[src/rtl/cvg_pkg.sv]
`timescale 1ns / 1ps
package cvg_pkg;

  localparam int unsigned CoordW = 32;
  localparam int unsigned RadW = 33;
  localparam int unsigned SegW = 7;
  localparam logic [SegW-1:0] SegReset = 7'd12;
  localparam logic [31:0] PiQ30 = 32'd3373259426;
  localparam logic [3:0] LastTerm = 4'd13;

  typedef struct packed {
    logic signed [CoordW-1:0] cx;
    logic signed [CoordW-1:0] cy;
    logic [RadW-1:0] r;
  } cvg_job_t;

  typedef enum logic [1:0] {F_IDLE, F_SQ, F_ROOT, F_PUSH} cvg_front_state_t;

  typedef enum logic [3:0] {
    B_IDLE, B_DIV, B_VSET, B_XS, B_TA, B_TB, B_TC, B_CLAMP,
    B_PX, B_FX, B_PY, B_FY, B_OUT
  } cvg_back_state_t;

  // floor(2^32 / k) for the taylor term divisors
  function automatic logic [32:0] recip(input logic [3:0] k);
    logic [32:0] v;
    unique case (k)
      4'd1: v = 33'd4294967296;
      4'd2: v = 33'd2147483648;
      4'd3: v = 33'd1431655765;
      4'd4: v = 33'd1073741824;
      4'd5: v = 33'd858993459;
      4'd6: v = 33'd715827882;
      4'd7: v = 33'd613566756;
      4'd8: v = 33'd536870912;
      4'd9: v = 33'd477218588;
      4'd10: v = 33'd429496729;
      4'd11: v = 33'd390451572;
      4'd12: v = 33'd357913941;
      4'd13: v = 33'd330382099;
      default: v = 33'd0;
    endcase
    return v;
  endfunction

endpackage

[src/rtl/cvg_front.sv]
`timescale 1ns / 1ps
module cvg_front (
  input  logic                clk,
  input  logic                rst_n,
  input  logic                in_valid,
  output logic                in_ready,
  input  logic signed [31:0]  center_x,
  input  logic signed [31:0]  center_y,
  input  logic signed [31:0]  rim_x,
  input  logic signed [31:0]  rim_y,
  output logic                push,
  output cvg_pkg::cvg_job_t   push_job,
  input  logic                fifo_full
);

  cvg_pkg::cvg_front_state_t state_r, state_nxt;
  logic signed [31:0] cx_r, cy_r;
  logic [32:0] ax_r, ay_r, root_r;
  logic [65:0] acc_r;
  logic [35:0] rem_r;
  logic [5:0]  cnt_r;

  logic signed [32:0] dx, dy;
  logic [1:0]  pair;
  logic [35:0] rem_s, trial;
  logic [65:0] addx, addy;

  assign dx = 33'(rim_x) - 33'(center_x);
  assign dy = 33'(rim_y) - 33'(center_y);
  assign addx = ax_r[cnt_r] ? (66'(ax_r) << cnt_r) : 66'd0;
  assign addy = ay_r[cnt_r] ? (66'(ay_r) << cnt_r) : 66'd0;
  assign pair = 2'(acc_r >> {cnt_r, 1'b0});
  assign rem_s = {rem_r[33:0], pair};
  assign trial = {1'b0, root_r, 2'b01};

  always_comb begin
    state_nxt = state_r;
    unique case (state_r)
      cvg_pkg::F_IDLE: if (in_valid) state_nxt = cvg_pkg::F_SQ;
      cvg_pkg::F_SQ:   if (cnt_r == 6'd32) state_nxt = cvg_pkg::F_ROOT;
      cvg_pkg::F_ROOT: if (cnt_r == 6'd0) state_nxt = cvg_pkg::F_PUSH;
      cvg_pkg::F_PUSH: if (!fifo_full) state_nxt = cvg_pkg::F_IDLE;
      default: state_nxt = cvg_pkg::F_IDLE;
    endcase
  end

  always_comb begin
    in_ready = (state_r == cvg_pkg::F_IDLE);
    push = (state_r == cvg_pkg::F_PUSH) && !fifo_full;
    push_job.cx = cx_r;
    push_job.cy = cy_r;
    push_job.r = root_r;
  end

  always_ff @(posedge clk) begin
    if (!rst_n) begin
      state_r <= cvg_pkg::F_IDLE;
    end else begin
      state_r <= state_nxt;
    end
  end

  always_ff @(posedge clk) begin
    unique case (state_r)
      cvg_pkg::F_IDLE: begin
        cx_r <= center_x;
        cy_r <= center_y;
        ax_r <= dx[32] ? 33'(-dx) : 33'(dx);
        ay_r <= dy[32] ? 33'(-dy) : 33'(dy);
        acc_r <= '0;
        cnt_r <= '0;
      end
      cvg_pkg::F_SQ: begin
        // sum of squares, one multiplier bit of each per cycle
        acc_r <= acc_r + addx + addy;
        if (cnt_r == 6'd32) begin
          root_r <= '0;
          rem_r <= '0;
        end else begin
          cnt_r <= cnt_r + 6'd1;
        end
      end
      cvg_pkg::F_ROOT: begin
        if (rem_s >= trial) begin
          rem_r <= rem_s - trial;
          root_r <= {root_r[31:0], 1'b1};
        end else begin
          rem_r <= rem_s;
          root_r <= {root_r[31:0], 1'b0};
        end
        if (cnt_r != 6'd0) cnt_r <= cnt_r - 6'd1;
      end
      default: ;
    endcase
  end

endmodule

[config.mk]
export PLATFORM = sky130hd
export DESIGN_NAME = cvg_front
export DESIGN_NICKNAME = d
export VERILOG_FILES = /design/src/rtl/cvg_pkg.sv /design/src/rtl/cvg_front.sv
export SDC_FILE = /design/constraint.sdc
export NUM_CORES = 1
export LEC_CHECK = 0
export ABC_AREA = 1
export BUFFER_PORTS_ARGS = -buffer_cell sky130_fd_sc_hd__clkbuf_2
export CAP_MARGIN = 40
export CORE_MARGIN = 2
export CORE_UTILIZATION = 30
export CTS_CLUSTER_DIAMETER = 80
export DETAILED_ROUTE_END_ITERATION = 6
export PLACE_DENSITY_LB_ADDON = 0.1
export SYNTH_ARGS = -nofsm -noshare
export SYNTH_HDL_FRONTEND = slang
export SYNTH_SLANG_ARGS = --single-unit
[constraint.sdc]
create_clock -name clk -period 6 [get_ports clk]
set_clock_uncertainty 0.05 [all_clocks]
set_input_delay 1.5 -clock clk [delete_from_list [all_inputs] [get_ports clk]]
set_output_delay 1.5 -clock clk [all_outputs]
set_load 0.005 [all_outputs]
; ---- Word-level counts from Yosys, hierarchy flattened
; Index checks and enable logic that the tools add are counted.
[op_classes]
n_eq_ne = 10
n_reduce_logical = 11
shifts = 3
muxes = 23
add_sub_neg = 9
order_cmp = 2
[ops]
columns = op, n
row1 = 66-bit adder, 2
row2 = 66-bit two-way mux, 2
row3 = 66-bit case mux with 2 select lines, 1
row4 = 33-bit by 6-bit << shifter with 66-bit output, 2
row5 = 34-bit two-way mux, 2
row6 = 34-bit case mux with 2 select lines, 1
row7 = 33-bit negation, 2
row8 = 33-bit case mux with 2 select lines, 1
row9 = 66-bit by 7-bit right shift with 2-bit output, 1
row10 = 32-bit by 32-bit subtractor with 33-bit output, 2
row11 = 32-bit two-way mux, 2
row12 = 36-bit by 35-bit >= comparator with 1-bit output, 1
row13 = 34-bit subtractor, 1
row14 = 33-bit two-way mux, 1
row15 = 6-bit case mux with 3 select lines, 1
row16 = 1-bit binary-select mux with 6-bit select, 2
row17 = 6-bit two-way mux, 2
row18 = "2-bit != test, second input constant", 6
row19 = 2-bit two-way mux, 4
row20 = 2-bit case mux with 4 select lines, 1
row21 = "6-bit by 7-bit less-than comparator with 1-bit output, second input constant", 1
row22 = "6-bit by 1-bit adder with 6-bit output, second input constant", 1
row23 = "6-bit equality test, second input constant", 1
row24 = 6-bit zero test, 1
row25 = 13 further kinds, 17
[totals]
inputBits = 132
output_inout_bits = 99
wordCells = 69
register_bits = 271

; ---- Logic depth before layout (Yosys ltp)
[depth]
ltp_word = 6
depth_mapped = 33
ltp_nobuf = 30

; ---- Worst setup path before layout
; Ideal clock, no wire load.
[synth_timing]
path_kind = reg-to-reg
from = reg state_r[0]
to = reg acc_r[0], enable pin
t_arrival_ps = 4786
setup_time_ps = 395
synth_period_minus_slack_ps = 5232
t_required_ps = 5555
path_buffers = 0
path_stages_with_launch = 4
slack_ps = 768
path_cell_list = dfxtp_1 inv_1 ha_1 or2_2
[synth_via]
elab_chain_len = 2
elab_cells_between_ends = 3
cone_classes = eq/ne: 1 / reduce/logical: 2
[synth_rtl]
columns = element, line_no
row1 = from (decl), cvg_front.sv:16  ; cvg_pkg::cvg_front_state_t state_r, state_nxt;
row2 = from (signal assigned), cvg_front.sv:57  ; state_r <= cvg_pkg::F_IDLE;
row3 = from (signal assigned), cvg_front.sv:59  ; state_r <= state_nxt;
row4 = 2-bit zero test, n/a
row5 = net in_ready, cvg_front.sv:6  ; output logic in_ready,
row6 = 2-bit nonzero test (no line), n/a
row7 = to (signal assigned), cvg_front.sv:75  ; acc_r <= acc_r + addx + addy;
row8 = to (decl), cvg_front.sv:19  ; logic [65:0] acc_r;
; The timed path passes the listed nets, and every way through them passes these cells.
; A chain may end at the register's enable or synchronous reset.

; ---- Final worst setup path
[layout_timing]
from = reg cnt_r[0]
to = reg acc_r[60], data pin
[layout_via]
elab_chain_len = 6
elab_cells_between_ends = 11
cone_classes = add/sub: 2 / shift: 2 / mux: 7
[layout_rtl]
columns = element, line_no
row1 = from (decl), cvg_front.sv:21  ; logic [5:0] cnt_r;
row2 = from (signal assigned), cvg_front.sv:80  ; cnt_r <= cnt_r + 6'd1;
row3 = from (signal assigned), cvg_front.sv:91  ; if (cnt_r != 6'd0) cnt_r <= cnt_r - 6'd1;
row4 = 1-bit binary-select mux with 6-bit select, cvg_front.sv:30  ; assign addx = ax_r[cnt_r] ? (66'(ax_r) << cnt_r) : 66'd0;
row5 = 1-bit two-way mux (implied by the code), cvg_front.sv:30
row6 = 66-bit two-way mux, cvg_front.sv:30
row7 = 66-bit adder, cvg_front.sv:75
row8 = 66-bit adder (*), cvg_front.sv:75
row9 = 66-bit case mux with 2 select lines (*), cvg_front.sv:64  ; unique case (state_r)
; Every way passes the cells marked *; elsewhere a longest branch is shown, timed or not. The select of a mux whose other input is x is not followed.

==> results.md <==
- Status: finished clean
- Number of fill cells in the layout: 10501
- Routed Antenna Nets: 0
- CP arrival: roughly 6.2 ns
- R2R setup slack: approximately 0.24 ns
- Cts hold-fix bufs: 0
- Core ar.: 0.0963 mm²
- Pwr per Cell Area: 649 mW/mm²
- Worst path depth: 27
- Die ar.: approximately 0.099 mm²
- Startpoint Class: flip-flop
- Minimum hold slack: 0.508 ns
- Achievable Freq: 174 MHz
- Max-slew headroom: 44.9%
- Nets: 4934
- Largest family of logic cells by synthesized area: simple AND/OR/NAND/NOR gates
- Clock Pin Slew Worst Setup and Hold Paths: around 0.06 ns
- Sequential share of power: 17.4%
- Fin. max-slew vios: 0
- Cell Int Power: roughly 10 mW
- Initial antenna violation count: 0
- Worst-path maximum fanout: 31
- Setup CP Type: flip-flop to flip-flop
- Final Cycle Share: 96.1%
- Endpoints failing hold: 0
- Buf/Inv on CP: 5
- RePlAce Congestion: between 0.9 and 1
- Max IR drop VDD: 0.000270 V
- Share of cells above drive strength 1: around 14%
- Post-Synth XOR/XNOR Area: under 10%
- I/O Pins: around 230
- Final setup viols: 0
- Switching Share: 54.6%
- LEAKAGE: 16.6 nW
- First drt pass iteration count: 6
- Vias/cell: 5.01
- Worst-margin pin slew: between 0.8 and 0.9 ns
- # Max-Cap Violations: 0
- Mux contribution to synthesized area: 0.861%
- Fin crit period: 5.76 ns
- Total number of yosys warnings: 0
- Fin util: 36.0%
- Drt total wl: 115000 µm
- EDFF count, synth: 269
- Synthesized Nets: 4567
- Largest net degree at the start of global routing: around 130
- Simple-Gate Fraction of Synth Area: 25.4%
- Sequential area share after synthesis: 27.9%
- Unrepaired setup endpoints after global routing: yes
- Most frequent cells after synthesis: nand2_1, inv_1, nor2_1
- Slowest cell delay on critical path: 0.47 ns
- Largest area contributor in the netlist: edfxtp_1
- Die H: 315 µm
- Fin cells: 5870
- Setup ws final: 0.236 ns
- WL/cell: ~20 µm
- Synthesized area per cell: approximately 6.9 µm²
- R2R cell count: 27
- Row cnt: 114
- Wire length of the first global-routing pass: 176000 µm
- Count leader, synth: nand2_1
- Placed cell count: 5783
- Compound-cell area share of the yosys netlist: around a fifth
- Initial DRC count: 2205
- HP Class: flip-flop to flip-flop
- CTS buffer count: 44
- Clock Tree Buf Depth: 3
- TritonCTS clock tree: yes
- Reg-to-reg startpoint: cnt_r[0]$_SDFFCE_PN0P_
- CP top delay family: compound AO/OA/AOI/OAI gates
- Clock Latency Late Sink: 0.63 ns
- Top cells by area, synth: edfxtp_1, nand2_1, inv_1
- DRC Markers: 0
- FFs w/ async S/R, synth: 0%
- Design Power: roughly 23 mW
- Grt ovf: 0
- Die Width: 315 µm
- TNS Setup: 0 ns
- Placed inst area: 0.0330 mm²
- Yosys cell types: 74
- Sw Pwr: 12.3 mW
- Combinational share of power: 70.6%
- Final instance area: 0.0347 mm²
- Critical path launch point: cnt_r[0]$_SDFFCE_PN0P_
- DPL Wire Length: approximately 94000 µm
- GRT Util Overall: 22.9%
- Post-place setup slack: -0.0600 ns
- Power share of the clock group: 12.0%
- Clock root buffer: clkbuf_16
- CP endpoint kind: flip-flop
- CTS Sinks: 271
- Area share of the largest cell type after synthesis: 27.8%
- Post-Synthesis Cells: 4192
- Number of global-route vias before repair: 28641
- Hold path start: root_r[18]$_SDFFCE_PN0P_
- Via count: a little under 30000
- Most used DFF post-synth: edfxtp_1
- Initial Util: roughly 30%
- Slowest cell on the critical path: edfxtp_1
- Syn-to-layout area delta: 19.4%
- # H-tree levels: 2
- PortBufs: 230
- Adder-cell share of the synthesized area: 12.2%
- ANT cells: 0
- CP Data Required Time: 6.41 ns
- Worst hold stages: 2
- Mapped cell area: about 0.029 mm²
- Synthesized flop and latch total: 271
==> cells by family (layout without fill, tap and decap cells) <==
kind of cell / Yosys count / in the layout
compound gates: 971 / 971
xor+xnor: 124 / 124
fa+ha+maj: 243 / 243
buf+inv: 756 / 1158
flops: 271 / 271
mux: 25 / 25
simple gates: 1802 / 1802
==> metal layers <==
layer	up-vias	part of all wire, %	GRT usage, %
met2	828	43	34.9
met4	0	3.4	7.94
li1	14735	-	-
met5	-	0	0
met1	13680	49	33.6
met3	153	4.8	2.46
==> layout by cell type (no fill, tap or decap), types with 28 or more instances in the layout <==
master     Yosys  final
o21ai_0      363    354
o21ai_1       25     33
nor3_1        49     49
xor2_1        78     78
clkbuf_2       0    230
nand4_1       39     39
o21a_1        28     28
a31oi_1       33     33
fa_1          69     69
nor2_1       453    449
edfxtp_1     269    269
a21oi_1      338    335
clkbuf_16      0     45
nand3_1      189    189
xnor2_1       38     38
inv_1        605    604
nand2_1     1007   1006
ha_1         174    171
buf_4         14    212
==> worst min-delay path, cell delays in order (launching register included) <==
cell and delay, ns:
edfxtp_1 0.36, nand2_1 0.06, inv_1 0.04
==> worst paths after layout <==
| kind | end |
|---|---|
| worst max-delay path | acc_r[60]$_SDFFCE_PN0P_ |
| worst max register to register | acc_r[60]$_SDFFCE_PN0P_ |
| worst min-delay path | root_r[19]$_SDFFCE_PN0P_ |
| worst min register to register | root_r[19]$_SDFFCE_PN0P_ |
==> flip-flops by register name (all words and copies together) (netlist names) <==
| register | cells |
|---|---|
| state_r | 2 |
| cnt_r | 6 |
| cy_r | 32 |
| ax_r | 33 |
| rem_r | 34 |
| ay_r | 33 |
| cx_r | 32 |
| acc_r | 66 |
| root_r | 33 |
==> power by group through the flow <==
stage	Combinational, mW	Sequential (mW)	Clock, mW
CTS	15.5	3.93	2.80
global placement	15.6	3.96	0
global route	17.6	4.02	2.85
finish	15.9	3.92	2.71
floorplan	9.41	3.79	0
detailed placement	15.4	3.94	0
==> layout make-up <==
cell class	instances	area (µm²)	share of cell area [%]
multi-input cells	3165	18100	52.1
flip-flops and latches	271	8120	23.4
repair buffers	458	3050	8.80
inverters	619	2360	6.79
well taps	1276	1600	4.60
clock buffers	49	1120	3.23
clock inverters	32	385	1.11
==> timing repair <==
item,in CTS,in global routing
resized for setup,2,35
setup buffers,0,5
gates cloned,0,1
endpoints found under the setup margin,2,29
Power figures use the tool's default switching activity.
