==> src/rtl/cvg_pkg.sv <==
`timescale 1ns / 1ps
package cvg_pkg;

  localparam int unsigned CoordW = 32;
  localparam int unsigned RadW = 33;
  localparam int unsigned SegW = 7;
  localparam logic [SegW-1:0] SegReset = 7'd12;
  localparam logic [31:0] PiQ30 = 32'd3373259426;
  localparam logic [3:0] LastTerm = 4'd13;

  typedef struct packed {
    logic signed [CoordW-1:0] cx;
    logic signed [CoordW-1:0] cy;
    logic [RadW-1:0] r;
  } cvg_job_t;

  typedef enum logic [1:0] {F_IDLE, F_SQ, F_ROOT, F_PUSH} cvg_front_state_t;

  typedef enum logic [3:0] {
    B_IDLE, B_DIV, B_VSET, B_XS, B_TA, B_TB, B_TC, B_CLAMP,
    B_PX, B_FX, B_PY, B_FY, B_OUT
  } cvg_back_state_t;

  // floor(2^32 / k) for the taylor term divisors
  function automatic logic [32:0] recip(input logic [3:0] k);
    logic [32:0] v;
    unique case (k)
      4'd1: v = 33'd4294967296;
      4'd2: v = 33'd2147483648;
      4'd3: v = 33'd1431655765;
      4'd4: v = 33'd1073741824;
      4'd5: v = 33'd858993459;
      4'd6: v = 33'd715827882;
      4'd7: v = 33'd613566756;
      4'd8: v = 33'd536870912;
      4'd9: v = 33'd477218588;
      4'd10: v = 33'd429496729;
      4'd11: v = 33'd390451572;
      4'd12: v = 33'd357913941;
      4'd13: v = 33'd330382099;
      default: v = 33'd0;
    endcase
    return v;
  endfunction

endpackage

==> src/rtl/cvg_fifo.sv <==
`timescale 1ns / 1ps
module cvg_fifo (
  input  logic              clk,
  input  logic              rst_n,
  input  logic              push,
  input  cvg_pkg::cvg_job_t push_job,
  output logic              full,
  input  logic              pop,
  output logic              empty,
  output cvg_pkg::cvg_job_t head
);

  cvg_pkg::cvg_job_t mem_r [2];
  logic wp_r, rp_r;
  logic [1:0] cnt_r;

  assign full = (cnt_r == 2'd2);
  assign empty = (cnt_r == 2'd0);
  assign head = mem_r[rp_r];

  always_ff @(posedge clk) begin
    if (push) mem_r[wp_r] <= push_job;
  end

  always_ff @(posedge clk) begin
    if (!rst_n) begin
      wp_r <= 1'b0;
      rp_r <= 1'b0;
      cnt_r <= 2'd0;
    end else begin
      if (push) wp_r <= ~wp_r;
      if (pop) rp_r <= ~rp_r;
      cnt_r <= cnt_r + 2'(push) - 2'(pop);
    end
  end

endmodule

==> config.mk <==
export PLATFORM = sky130hd
export DESIGN_NAME = cvg_fifo
export DESIGN_NICKNAME = d
export VERILOG_FILES = /design/src/rtl/cvg_pkg.sv /design/src/rtl/cvg_fifo.sv
export SDC_FILE = /design/constraint.sdc
export NUM_CORES = 1
export LEC_CHECK = 0
export BUFFER_PORTS_ARGS = -buffer_cell sky130_fd_sc_hd__buf_2
export CAP_MARGIN = 25
export CORE_UTILIZATION = 56
export DETAILED_ROUTE_END_ITERATION = 8
export GPL_TIMING_DRIVEN = 1
export PLACE_DENSITY = 0.88
export SLEW_MARGIN = 20
export SYNTH_ARGS = -nofsm -noshare
export SYNTH_HDL_FRONTEND = slang
export SYNTH_SLANG_ARGS = --single-unit
==> constraint.sdc <==
create_clock -name clk -period 14.5 [get_ports clk]
set_clock_uncertainty 0.05 [all_clocks]
set_input_delay 0.725 -clock clk [delete_from_list [all_inputs] [get_ports clk]]
set_output_delay 0.725 -clock clk [all_outputs]
set_load 0.02 [all_outputs]
# == Word-level counts from Yosys, hierarchy flattened ==
# Memories as Yosys holds them, arrays and structs flattened. A register that Yosys moved wholly into a read port is not among the register bits.
# Cells that the tools add are included.
# totals
ff_bits,4
latchBits,0
ram_bits,194
rom_bits,0
input_bits,101
elab_cells,14
memories,1
# op_classes
add_sub_neg,2
mul,0
n_div,0
n_lt_le_gt_ge,0
eq_ne,1
shifts,0
mux,4
n_bitwise,2
reduce_logical,1
# mem_list
memory,depth,width,read_ports,rd_clocked_by_memory_dff,wr,line,source
mem_r,2,97,1,1,1,cvg_fifo.sv:13,cvg_pkg::cvg_job_t mem_r [2];
# op_table
op,n
two-way mux 1 bit,4
adder 2 x 1 -> 2 bit,1
== test 2 bit (second input constant),1
logical NOT 2 bit,1
inverter 1 bit,2
subtractor 2 x 1 -> 2 bit,1

# == Depth between registers and ports, before layout ==
# Gate-level depths: netlist of the first run.
# depth
word_depth,3
ltp_mapped,6
mapped_depth_nobuf,6

# == Worst setup path after synthesis of the first run ==
# OpenSTA, ideal clock, no wires.
# synth_path
path_kind,input to register
start,input push
end,memory mem_r[0][0] (netlist bit) (enable)
t_arrival_ns,4.980
t_required_ns,13.884
setup_slack_ns,8.904
cell_stages,1
n_path_buf,0
path_cell_list,nor2b_1
# synth_via
elab_chain_len,2
# synth_lines
item,line,source
from (decl),cvg_fifo.sv:5,"input logic push,"
two-way mux 1 bit,cvg_fifo.sv:22,if (push) mem_r[wp_r] <= push_job;
two-way mux 1 bit (implied by the code),cvg_fifo.sv:22,
to (decl),cvg_fifo.sv:13,
# No other way between the ends.

==> results of run 1 <==
==> worst reg2reg max path, delay by kind of cell, from the launching register on <==
kind          cells  cell delay, ps
buf+inv           1             710
flops             1             390
simple gates      1             520
==> placed cells by master (no fill, tap or decap), drive strengths merged <==
cell	instances
buf	203
edfxtp	194
mux2	97
clkbuf	19
clkinv	7
dfxtp	5
clkinvlp	4
and2	4
nor2b	4
inv	3
ha	2
nor2	1
xor2	1
o21a	1
xnor3	1
bufinv	1
==> through the flow <==
step	instances	instance area (µm²)	worst slack, ps
after global routing	719	9050	11030
after CTS	719	9050	11140
after global placement	687	8510	11670
final	719	9050	11200
after floorplan	323	7340	8900
after detailed placement	687	8510	11620
==> final timing paths <==
kind	start	cells past startpoint	slack (ps)	end
max	flop	3	11200	head[45]
min	push_job[16]	1	430	mem_r[0][16]
max reg2reg	wp_r	2	12420	mem_r[1][36]
min reg2reg	rp_r	2	540	flop
==> layer usage <==
metal  track usage (%)  vias to the layer above  share of wire [%]
li1                  -                     1696                  -
met1              20.4                     1768                 39
met3              6.28                       22                7.3
met2              33.6                      151                 52
met4              9.06                        0                1.9
met5                 0                        -                  0
==> flip-flops by register name, summed over array words and instances (netlist names), named ones only <==
register and count:
cnt_r 2, rp_r 1, mem_r 194, wp_r 1
==> logic make-up after synthesis <==
family          count (synthesis)  share of synthesized area [%]
simple gates                    9                          0.733
fa+ha+maj                       2                          0.341
mux                            97                           16.4
buf+inv                        13                           1.28
compound gates                  1                          0.102
flops                         199                           80.7
xor+xnor                        2                          0.426
==> area by class of cell <==
class | instances | area share [%]
clock buffers | 19 | 4.78
clock inverters | 13 | 1.19
multi-input cells | 111 | 14.7
flip-flops and latches | 199 | 65.5
repair buffers | 203 | 11.3
well taps | 172 | 2.38
inverters | 2 | 0.0829
==> power groups by stage <==
stage          clock, mW  combinational (mW)  sequential [mW]
2_1_floorplan          0               0.107            0.686
3_3_place_gp           0               0.150            0.688
3_5_place_dp           0               0.154            0.690
4_1_cts            0.440               0.155            0.678
5_1_grt            0.460               0.164            0.681
6_report           0.429               0.153            0.677
==> run_results.csv, run 1 <==
group,metric,value,unit
yosys,synth_async_sr_flop_share,0,%
grt,grt_overflow,0,
clock_network,cts_setup_buffers,0,
grt,grt_pass1_wl,18200,µm
grt,grt_pass1_vias,3677,
yosys,synth.distinct_cells,14,
clock_network,cts-root-buf,"clkbuf_16",
setup_path,path_class,"reg -> out",
finish,drive_gt1_share,60.3,%
placement,port_buffers,199,
yosys,synth_flop_cell,"edfxtp_1",
finish,post-route-util,71.1,%
finish,multi_input_area,1330,µm²
setup_path,path_max_fanout,56,
floorplanning,start_util,57.7,%
sta,maxSlewHeadroom,41.4,%
setup_path,path_buf_inv,2,
clock_network,clock-sinks,199,
power,p_switching,0.292,mW
yosys,synthTopCellsByCount,"194 x edfxtp_1, 67 x mux2_2, 30 x mux2_4",
yosys,synth_area_leaders,"edfxtp_1 79%, mux2_2 10%, mux2_4 6.1%, dfxtp_1 1.4%, buf_6 0.77%",
power,internal_power,0.968,mW
routing,wl_per_cell,17.5,µm
routing,post-route-drc-count,0,
finish,final_net_count,637,
clock_network,hold_buffers,0,
grt,grt_max_degree,61,
setup_path,required,13730,ps
yosys,syn_area,7340,µm²
sta,finalSetupViolCount,0,
sta,tns,0,ps
yosys,yosysTopAreaCell,"edfxtp_1",
sta,whs,435,ps
clock_network,cts_buffer_depth,2,
power,p_seq_share,53.8,%
routing,viasPerCell,5.06,
floorplanning,num_io_pins,200,
power,ir_worst_vdd,90.8,µV
sta,final.min_clock_period,3300,ps
grt,antenna_found_initial,0,
power,swShare,23.2,%
yosys,synth_cells,323,
yosys,synth_seq_cells,199,
floorplanning,dieWidth,117,µm
placement,post-dp-hpwl,8460,µm
sta,slew_viol_final,0,
finish,area_growth,23.3,%
sta,worst_pin_slew,879,ps
power,p_leak,3.47,nW
power,power.density,139,nW/µm²
routing,drtIter0Drc,246,
routing,vias,3637,
sta,final-hold-violation-count,0,
floorplanning,coreArea,12700,µm²
setup_path,cp_data_arrival_time,2530,ps
finish,num_antenna_cells,0,
power,pwr-share-comb,12.2,%
run_status,run_status,"completed",
routing,firstDrtPassIters,4,
min_path,min_path_type,"in -> reg",
yosys,yosysSeqAreaShare,80.7,%
sta,rsz0062_at_grt,"no",
yosys,synth-warning-count,0,
yosys,synth_area_per_cell,22.7,µm²
floorplanning,die_area,13600,µm²
grt,grt_usage,19.0,%
routing,drt.antenna.violating_nets,0,
yosys,synth_nets,426,
floorplanning,rows,41,
clock_network,cts_tree,"yes",
yosys,synth_edf_count,194,
setup_path,critPathCaptureType,"output pin",
sta,timing.fmax,0.303,GHz
sta,min_period_over_period,22.8,%
power,pwr-share-clk,34.1,%
setup_path,crit_chain,"buf_4 -> mux2_2 -> buf_2",
setup_path,cp_slowest_cell,"buf_4",
clock_network,htree_levels,4,
finish,seqCellArea,5930,µm²
placement,gp_congestion,0.677,
finish,fillers,807,
job,drv_cap,0,
setup_path,critPathLaunchType,"flop",
floorplanning,die_h,117,µm
clock_network,ctsResizeCount,0,
clock_network,worst_skew_pair.late_latency,420,ps
setup_path,cpLargestDelayFamily,"buffers and inverters",
clock_network,clk_pin_slew_worst_paths,70,ps
yosys,yosysTopAreaCellShare,79.3,%
routing,routed_wl,12600,µm
clock_network,cts_made_buffers,17,
power,finalPower,1.26,mW
setup_path,critical-path-max-stage-delay,780,ps
yosys,synth.most_common_cell,"edfxtp_1",
No activity file was read; power rests on OpenSTA's default activity.
==> run 2: changes to the inputs <==
--- a/config.mk
+++ b/config.mk
@@ -7,10 +7,10 @@
 export LEC_CHECK = 0
 export BUFFER_PORTS_ARGS = -buffer_cell sky130_fd_sc_hd__buf_2
 export CAP_MARGIN = 25
-export CORE_UTILIZATION = 56
+export CORE_UTILIZATION = 47
 export DETAILED_ROUTE_END_ITERATION = 8
 export GPL_TIMING_DRIVEN = 1
-export PLACE_DENSITY = 0.88
+export PLACE_DENSITY = 0.8
 export SLEW_MARGIN = 20
 export SYNTH_ARGS = -nofsm -noshare
 export SYNTH_HDL_FRONTEND = slang
==> constraint.sdc (replaced) <==
create_clock -name clk -period 2.7 [get_ports clk]
set_clock_uncertainty 0.05 [all_clocks]
set_input_delay 0.135 -clock clk [delete_from_list [all_inputs] [get_ports clk]]
set_output_delay 0.135 -clock clk [all_outputs]
set_load 0.02 [all_outputs]
==> run_results.csv, run 2 (synthesized netlist as in run 1, its figures left out) <==
group,metric,value,unit
routing,wl_per_cell,16.9,µm
finish,top_regs,"mem_r: 194 flops, cnt_r: 2 flops",
power,ir_worst_vdd,455,µV
routing,drt.antenna.violating_nets,0,
routing,viasPerCell,4.94,
power,p_seq_share,50.2,%
floorplanning,coreArea,15200,µm²
grt,grt_max_degree,99,
clock_network,worst_skew_pair.late_latency,420,ps
finish,area_growth,38.8,%
power,pwr-share-clk,36.5,%
floorplanning,dieWidth,127,µm
sta,min_period_over_period,82.3,%
clock_network,ctsResizeCount,0,
power,p_leak,3.94,nW
placement,dp_slack,904,ps
min_path,min_path_type,"in -> reg",
grt,grt_overflow,0,
routing,routed_wl,14100,µm
grt,grt_usage,17.8,%
sta,maxSlewHeadroom,62.4,%
floorplanning,rows,45,
finish,layoutNonFillerInstCount,834,
clock_network,clock-sinks,199,
setup_path,path_max_fanout,39,
power,internal_power,5.59,mW
clock_network,clk_pin_slew_worst_paths,70,ps
clock_network,htree_levels,4,
finish,seqCellArea,5930,µm²
clock_network,cts_setup_buffers,0,
sta,final.min_clock_period,2220,ps
floorplanning,start_util,48.3,%
sta,worst_pin_slew,564,ps
run_status,run_status,"completed",
job,drv_cap,0,
placement,port_buffers,199,
finish,final_cell_mix,"199 x buf_2, 194 x edfxtp_1, 99 x dlygate4sd3_1",
finish,num_antenna_cells,0,
clock_network,cts_made_buffers,17,
finish,drive_gt1_share,51.7,%
sta,slew_viol_final,0,
placement,gp_congestion,0.700,
setup_path,critPathLaunchType,"flop",
sta,rsz0062_at_grt,"no",
clock_network,cts_tree,"yes",
setup_path,cp_data_arrival_time,2040,ps
finish,largest_register_ffs,194,
finish,fillers,997,
sta,whs,47.7,ps
floorplanning,die_area,16100,µm²
grt,grt_pass1_vias,4216,
routing,drtIter0Drc,193,
placement,numPlacedInstances,704,
finish,final_common_cell,"buf_2",
clock_network,cts-root-buf,"clkbuf_16",
routing,firstDrtPassIters,6,
finish,multi_input_area,1330,µm²
floorplanning,num_io_pins,200,
sta,final-hold-violation-count,0,
grt,grt_pass1_wl,21400,µm
power,swShare,22.8,%
finish,top_register,"mem_r",
routing,vias,4122,
placement,post-dp-hpwl,7920,µm
grt,antenna_found_initial,0,
finish,final_net_count,737,
sta,timing.fmax,0.450,GHz
power,pwr-share-comb,13.3,%
setup_path,required,2520,ps
floorplanning,die_h,127,µm
sta,finalSetupViolCount,0,
power,p_switching,1.65,mW
finish,post-route-util,67.0,%
clock_network,hold_buffers,99,
power,power.density,711,nW/µm²
sta,setup_slack,478,ps
setup_path,critPathCaptureType,"output pin",
clock_network,cts_buffer_depth,2,
setup_path,path_class,"reg -> out",
routing,post-route-drc-count,0,
sta,tns,0,ps
run 2: metal layers:
metal	part of all wire, %	up-vias	GRT usage, %
met5	0	-	0
li1	-	1901	-
met1	41	2035	21.0
met2	52	162	30.9
met4	1.5	0	6.37
met3	5.6	24	5.44
run 2: path summary, 6_finish.rpt:
path / from / end / slack [ps] / depth (start not counted)
min reg2reg: rp_r / flop / 540 / 2
max reg2reg: cnt_r[0] / cnt_r[1] / 1180 / 6
max: flop / head[42] / 480 / 3
min: push / wp_r / 50 / 3
run 2: layout make-up:
class	count	share of cell area, %
repair buffers	303	20.2
clock buffers	17	4.17
clock inverters	14	1.94
multi-input cells	111	13.1
well taps	188	2.31
flip-flops and latches	199	58.2
inverters	2	0.0737
run 2: power groups by stage:
stage                     Combinational, mW  Clock [mW]  Sequential, mW
final                                 0.963        2.65            3.64
after global routing                   1.02        2.83            3.65
after CTS                             0.954        2.70            3.64
after detailed placement              0.839           0            3.71
after global placement                0.821           0            3.69
after floorplan                       0.576           0            3.67
run 2: stage by stage:
step	instance area, µm²	total power [mW]
5_1_grt	10200	7.51
2_1_floorplan	7350	4.25
6_report	10200	7.25
3_3_place_gp	8580	4.51
4_1_cts	10200	7.29
3_5_place_dp	8580	4.55
run 2: worst max-delay path, stage by stage (launching register included):
cell,delay [ps]
dfxtp_4,710
buf_4,360
mux2_2,380
buf_2,160
==> run 3: changes to the inputs <==
--- a/config.mk
+++ b/config.mk
@@ -5,6 +5,7 @@
 export SDC_FILE = /design/constraint.sdc
 export NUM_CORES = 1
 export LEC_CHECK = 0
+export ABC_AREA = 1
 export BUFFER_PORTS_ARGS = -buffer_cell sky130_fd_sc_hd__buf_2
 export CAP_MARGIN = 25
 export CORE_UTILIZATION = 47
==> constraint.sdc (replaced) <==
create_clock -name clk -period 1.9 [get_ports clk]
set_clock_uncertainty 0.05 [all_clocks]
set_input_delay 0.095 -clock clk [delete_from_list [all_inputs] [get_ports clk]]
set_output_delay 0.095 -clock clk [all_outputs]
set_load 0.02 [all_outputs]
==> run_results.csv, run 3 <==
group,metric,value,unit
min_path,hold_end,"mem_r[1][0]",
power,p_switching,2.23,mW
finish,top_regs,"mem_r: 194 flops, cnt_r: 2 flops",
clock_network,cts_made_buffers,17,
setup_path,cpLargestDelayFamily,"flip-flops",
setup_path,critPathLaunchType,"flop",
power,power.density,941,nW/µm²
yosys,synth_area_per_cell,21.9,µm²
run_status,run_status,"completed",
routing,drt.antenna.violating_nets,0,
sta,final.min_clock_period,1830,ps
finish,final_common_cell,"buf_2",
clock_network,worst_skew_pair.late_latency,420,ps
yosys,synth_cells,335,
clock_network,htree_levels,4,
setup_path,cp_data_arrival_time,1690,ps
yosys,synth_edf_count,194,
yosys,synth-warning-count,0,
yosys,synth_compound_area_share,0.0682,%
finish,largest_register_ffs,194,
yosys,synth_seq_cells,199,
yosys,yosysTopAreaCellShare,79.3,%
sta,timing.fmax,0.545,GHz
setup_path,path_buf_inv,2,
yosys,synth_adder_area_share,0.341,%
power,p_leak,3.96,nW
placement,gp_congestion,0.714,
placement,port_buffers,199,
clock_network,clk_pin_slew_worst_paths,70,ps
grt,grt_max_degree,50,
min_path,min_path_cells,2,
sta,min_period_over_period,96.5,%
sta,final-hold-violation-count,0,
grt,grt_usage,18.7,%
clock_network,cts_tree,"yes",
yosys,yosys-mux-area-fraction,16.4,%
yosys,synth.most_common_cell,"edfxtp_1",
routing,vias,4219,
finish,final_cell_mix,"199 x buf_2, 194 x edfxtp_1, 101 x dlygate4sd3_1",
floorplanning,dieWidth,127,µm
finish,fin_area,10200,µm²
yosys,synth_flop_cell,"edfxtp_1",
finish,area_growth,38.9,%
power,internal_power,7.36,mW
yosys,syn_area,7340,µm²
floorplanning,coreArea,15200,µm²
setup_path,timing.rr.start,"cnt_r[0]",
sta,maxSlewHeadroom,71.9,%
floorplanning,die_area,16100,µm²
grt,antenna_found_initial,1,
routing,wl_per_cell,17.2,µm
min_path,min_path_type,"in -> reg",
yosys,synth.distinct_cells,12,
yosys,synth_area_leaders,"edfxtp_1 79%, mux2_2 10%, mux2_4 6.1%, dfxtp_1 1.4%, buf_6 0.77%",
yosys,synth_nets,438,
setup_path,critPathCaptureType,"output pin",
finish,top_register,"mem_r",
setup_path,critical-path-max-stage-delay,450,ps
floorplanning,num_io_pins,200,
sta,rsz0062_at_grt,"yes",
setup_path,cp_slowest_cell,"dfxtp_4",
placement,placedInstanceArea,8630,µm²
setup_path,rr_endpoint,"cnt_r[0]",
setup_path,crit_chain,"buf_16 -> mux2_2 -> buf_2",
routing,viasPerCell,4.94,
yosys,synth_async_sr_flop_share,0,%
grt,grt_pass1_wl,22300,µm
floorplanning,start_util,48.3,%
routing,drtIter0Drc,163,
power,p_seq_share,53.6,%
placement,post-dp-hpwl,8480,µm
floorplanning,die_h,127,µm
routing,post-route-drc-count,0,
yosys,yosysSeqAreaShare,80.7,%
power,pwr-share-clk,32.9,%
power,ir_worst_vdd,852,µV
setup_path,ff2ff_path_depth,7,
setup_path,r2r_slack,100,ps
yosys,synth-simple-area-share,0.937,%
routing,firstDrtPassIters,4,
power,swShare,23.3,%
yosys,synth_top_family_by_area,"multiplexers",
yosys,yosysTopAreaCell,"edfxtp_1",
clock_network,cts-root-buf,"clkbuf_16",
finish,fillers,1020,
grt,grt_overflow,0,
setup_path,path_max_fanout,37,
sta,slew_viol_final,0,
setup_path,path_class,"reg -> out",
min_path,hold_start,"push_job[0]",
sta,finalSetupViolCount,0,
yosys,synthTopCellsByCount,"194 x edfxtp_1, 67 x mux2_2, 30 x mux2_4",
sta,tns,0,ps
power,pwr-share-comb,13.5,%
finish,drive_gt1_share,50.5,%
grt,grt_pass1_vias,4529,
clock_network,clock-sinks,199,
clock_network,cts_buffer_depth,2,
finish,final_net_count,755,
sta,worst_pin_slew,420,ps
yosys,synthXorXnorAreaFrac,0,%
routing,routed_wl,14700,µm
setup_path,required,1750,ps
job,drv_cap,0,
floorplanning,rows,45,
run 3: changes by cell type after synthesis, moves of 4 or more:
cell | previous run | this run
nor2_1 | 1 | 9
nand2_1 | 0 | 8
inv_1 | 2 | 7
and2_1 | 4 | 0
nor2b_1 | 4 | 0
run 3: layout make-up:
class | count | area, µm² | area share (%)
clock inverters | 12 | 81.3 | 0.797
clock buffers | 20 | 437 | 4.28
multi-input cells | 118 | 1320 | 12.9
inverters | 7 | 30.0 | 0.294
diodes | 1 | 2.50 | 0.0245
repair buffers | 309 | 2160 | 21.2
well taps | 188 | 235 | 2.31
flip-flops and latches | 199 | 5930 | 58.2
run 3: worst max-delay path by stage:
stage / from / slack, ps / to / cells past startpoint
3_3_place_gp: flop / 430 / head[1] / 3
6_report: flop / 70 / head[5] / 3
3_5_place_dp: wp_r / 410 / mem_r[1][55] / 3
4_1_cts: flop / 30 / head[14] / 3
2_1_floorplan: wp_r / -370 / mem_r[1][0] / 2
5_1_grt: flop / -3 / head[52] / 3
run 3: worst register-to-register path, cell delays in order, from the launching register on:
cell,delay [ps]
dfxtp_1,380
inv_1,60
ha_1,270
inv_1,40
ha_1,260
nand2_1,60
dlygate4sd3_1,540
inv_1,40
run 3: kinds of logic after synthesis:
logic type / after synthesis
AND/OR/NAND/NOR: 18
adder cells (fa/ha/maj): 2
buffers and inverters: 18
multiplexers: 97
AO/OA/AOI/OAI: 1
flip-flops: 199
run 3: what timing repair did:
item | 4_1_cts | 5_1_grt
hold endpoints to repair | 199 | 0
setup endpoints to repair | 43 | 2
setup buffers | 2 | 0
gates resized for setup | 2 | 1
hold buffers | 101 | 0
run 3: routing by layer:
layer / routed length (µm) / track usage (%) / up-vias
met5: 0 / 0 / -
met4: 437 / 9.31 / 0
met3: 936 / 5.36 / 36
met2: 7660 / 33.6 / 182
met1: 5650 / 20.3 / 2059
li1: - / - / 1942
run 3: metrics by stage:
stage	instances	hold slack [ps]	worst slack [ps]	utilization, %	power [mW]
5_1_grt	854	335	-2.72	67.1	9.92
3_5_place_dp	718	236	410	56.8	6.35
2_1_floorplan	335	138	-367	-	5.92
3_3_place_gp	718	232	429	56.8	6.30
6_report	854	347	66.7	67.1	9.60
4_1_cts	853	320	25.6	67.0	9.65
run 3: power groups by stage:
stage	clock network, mW	registers [mW]	logic, mW
final	3.16	5.15	1.29
after global routing	3.39	5.16	1.37
after CTS	3.22	5.15	1.29
after detailed placement	0	5.24	1.10
after global placement	0	5.23	1.07
after floorplan	0	5.22	0.702
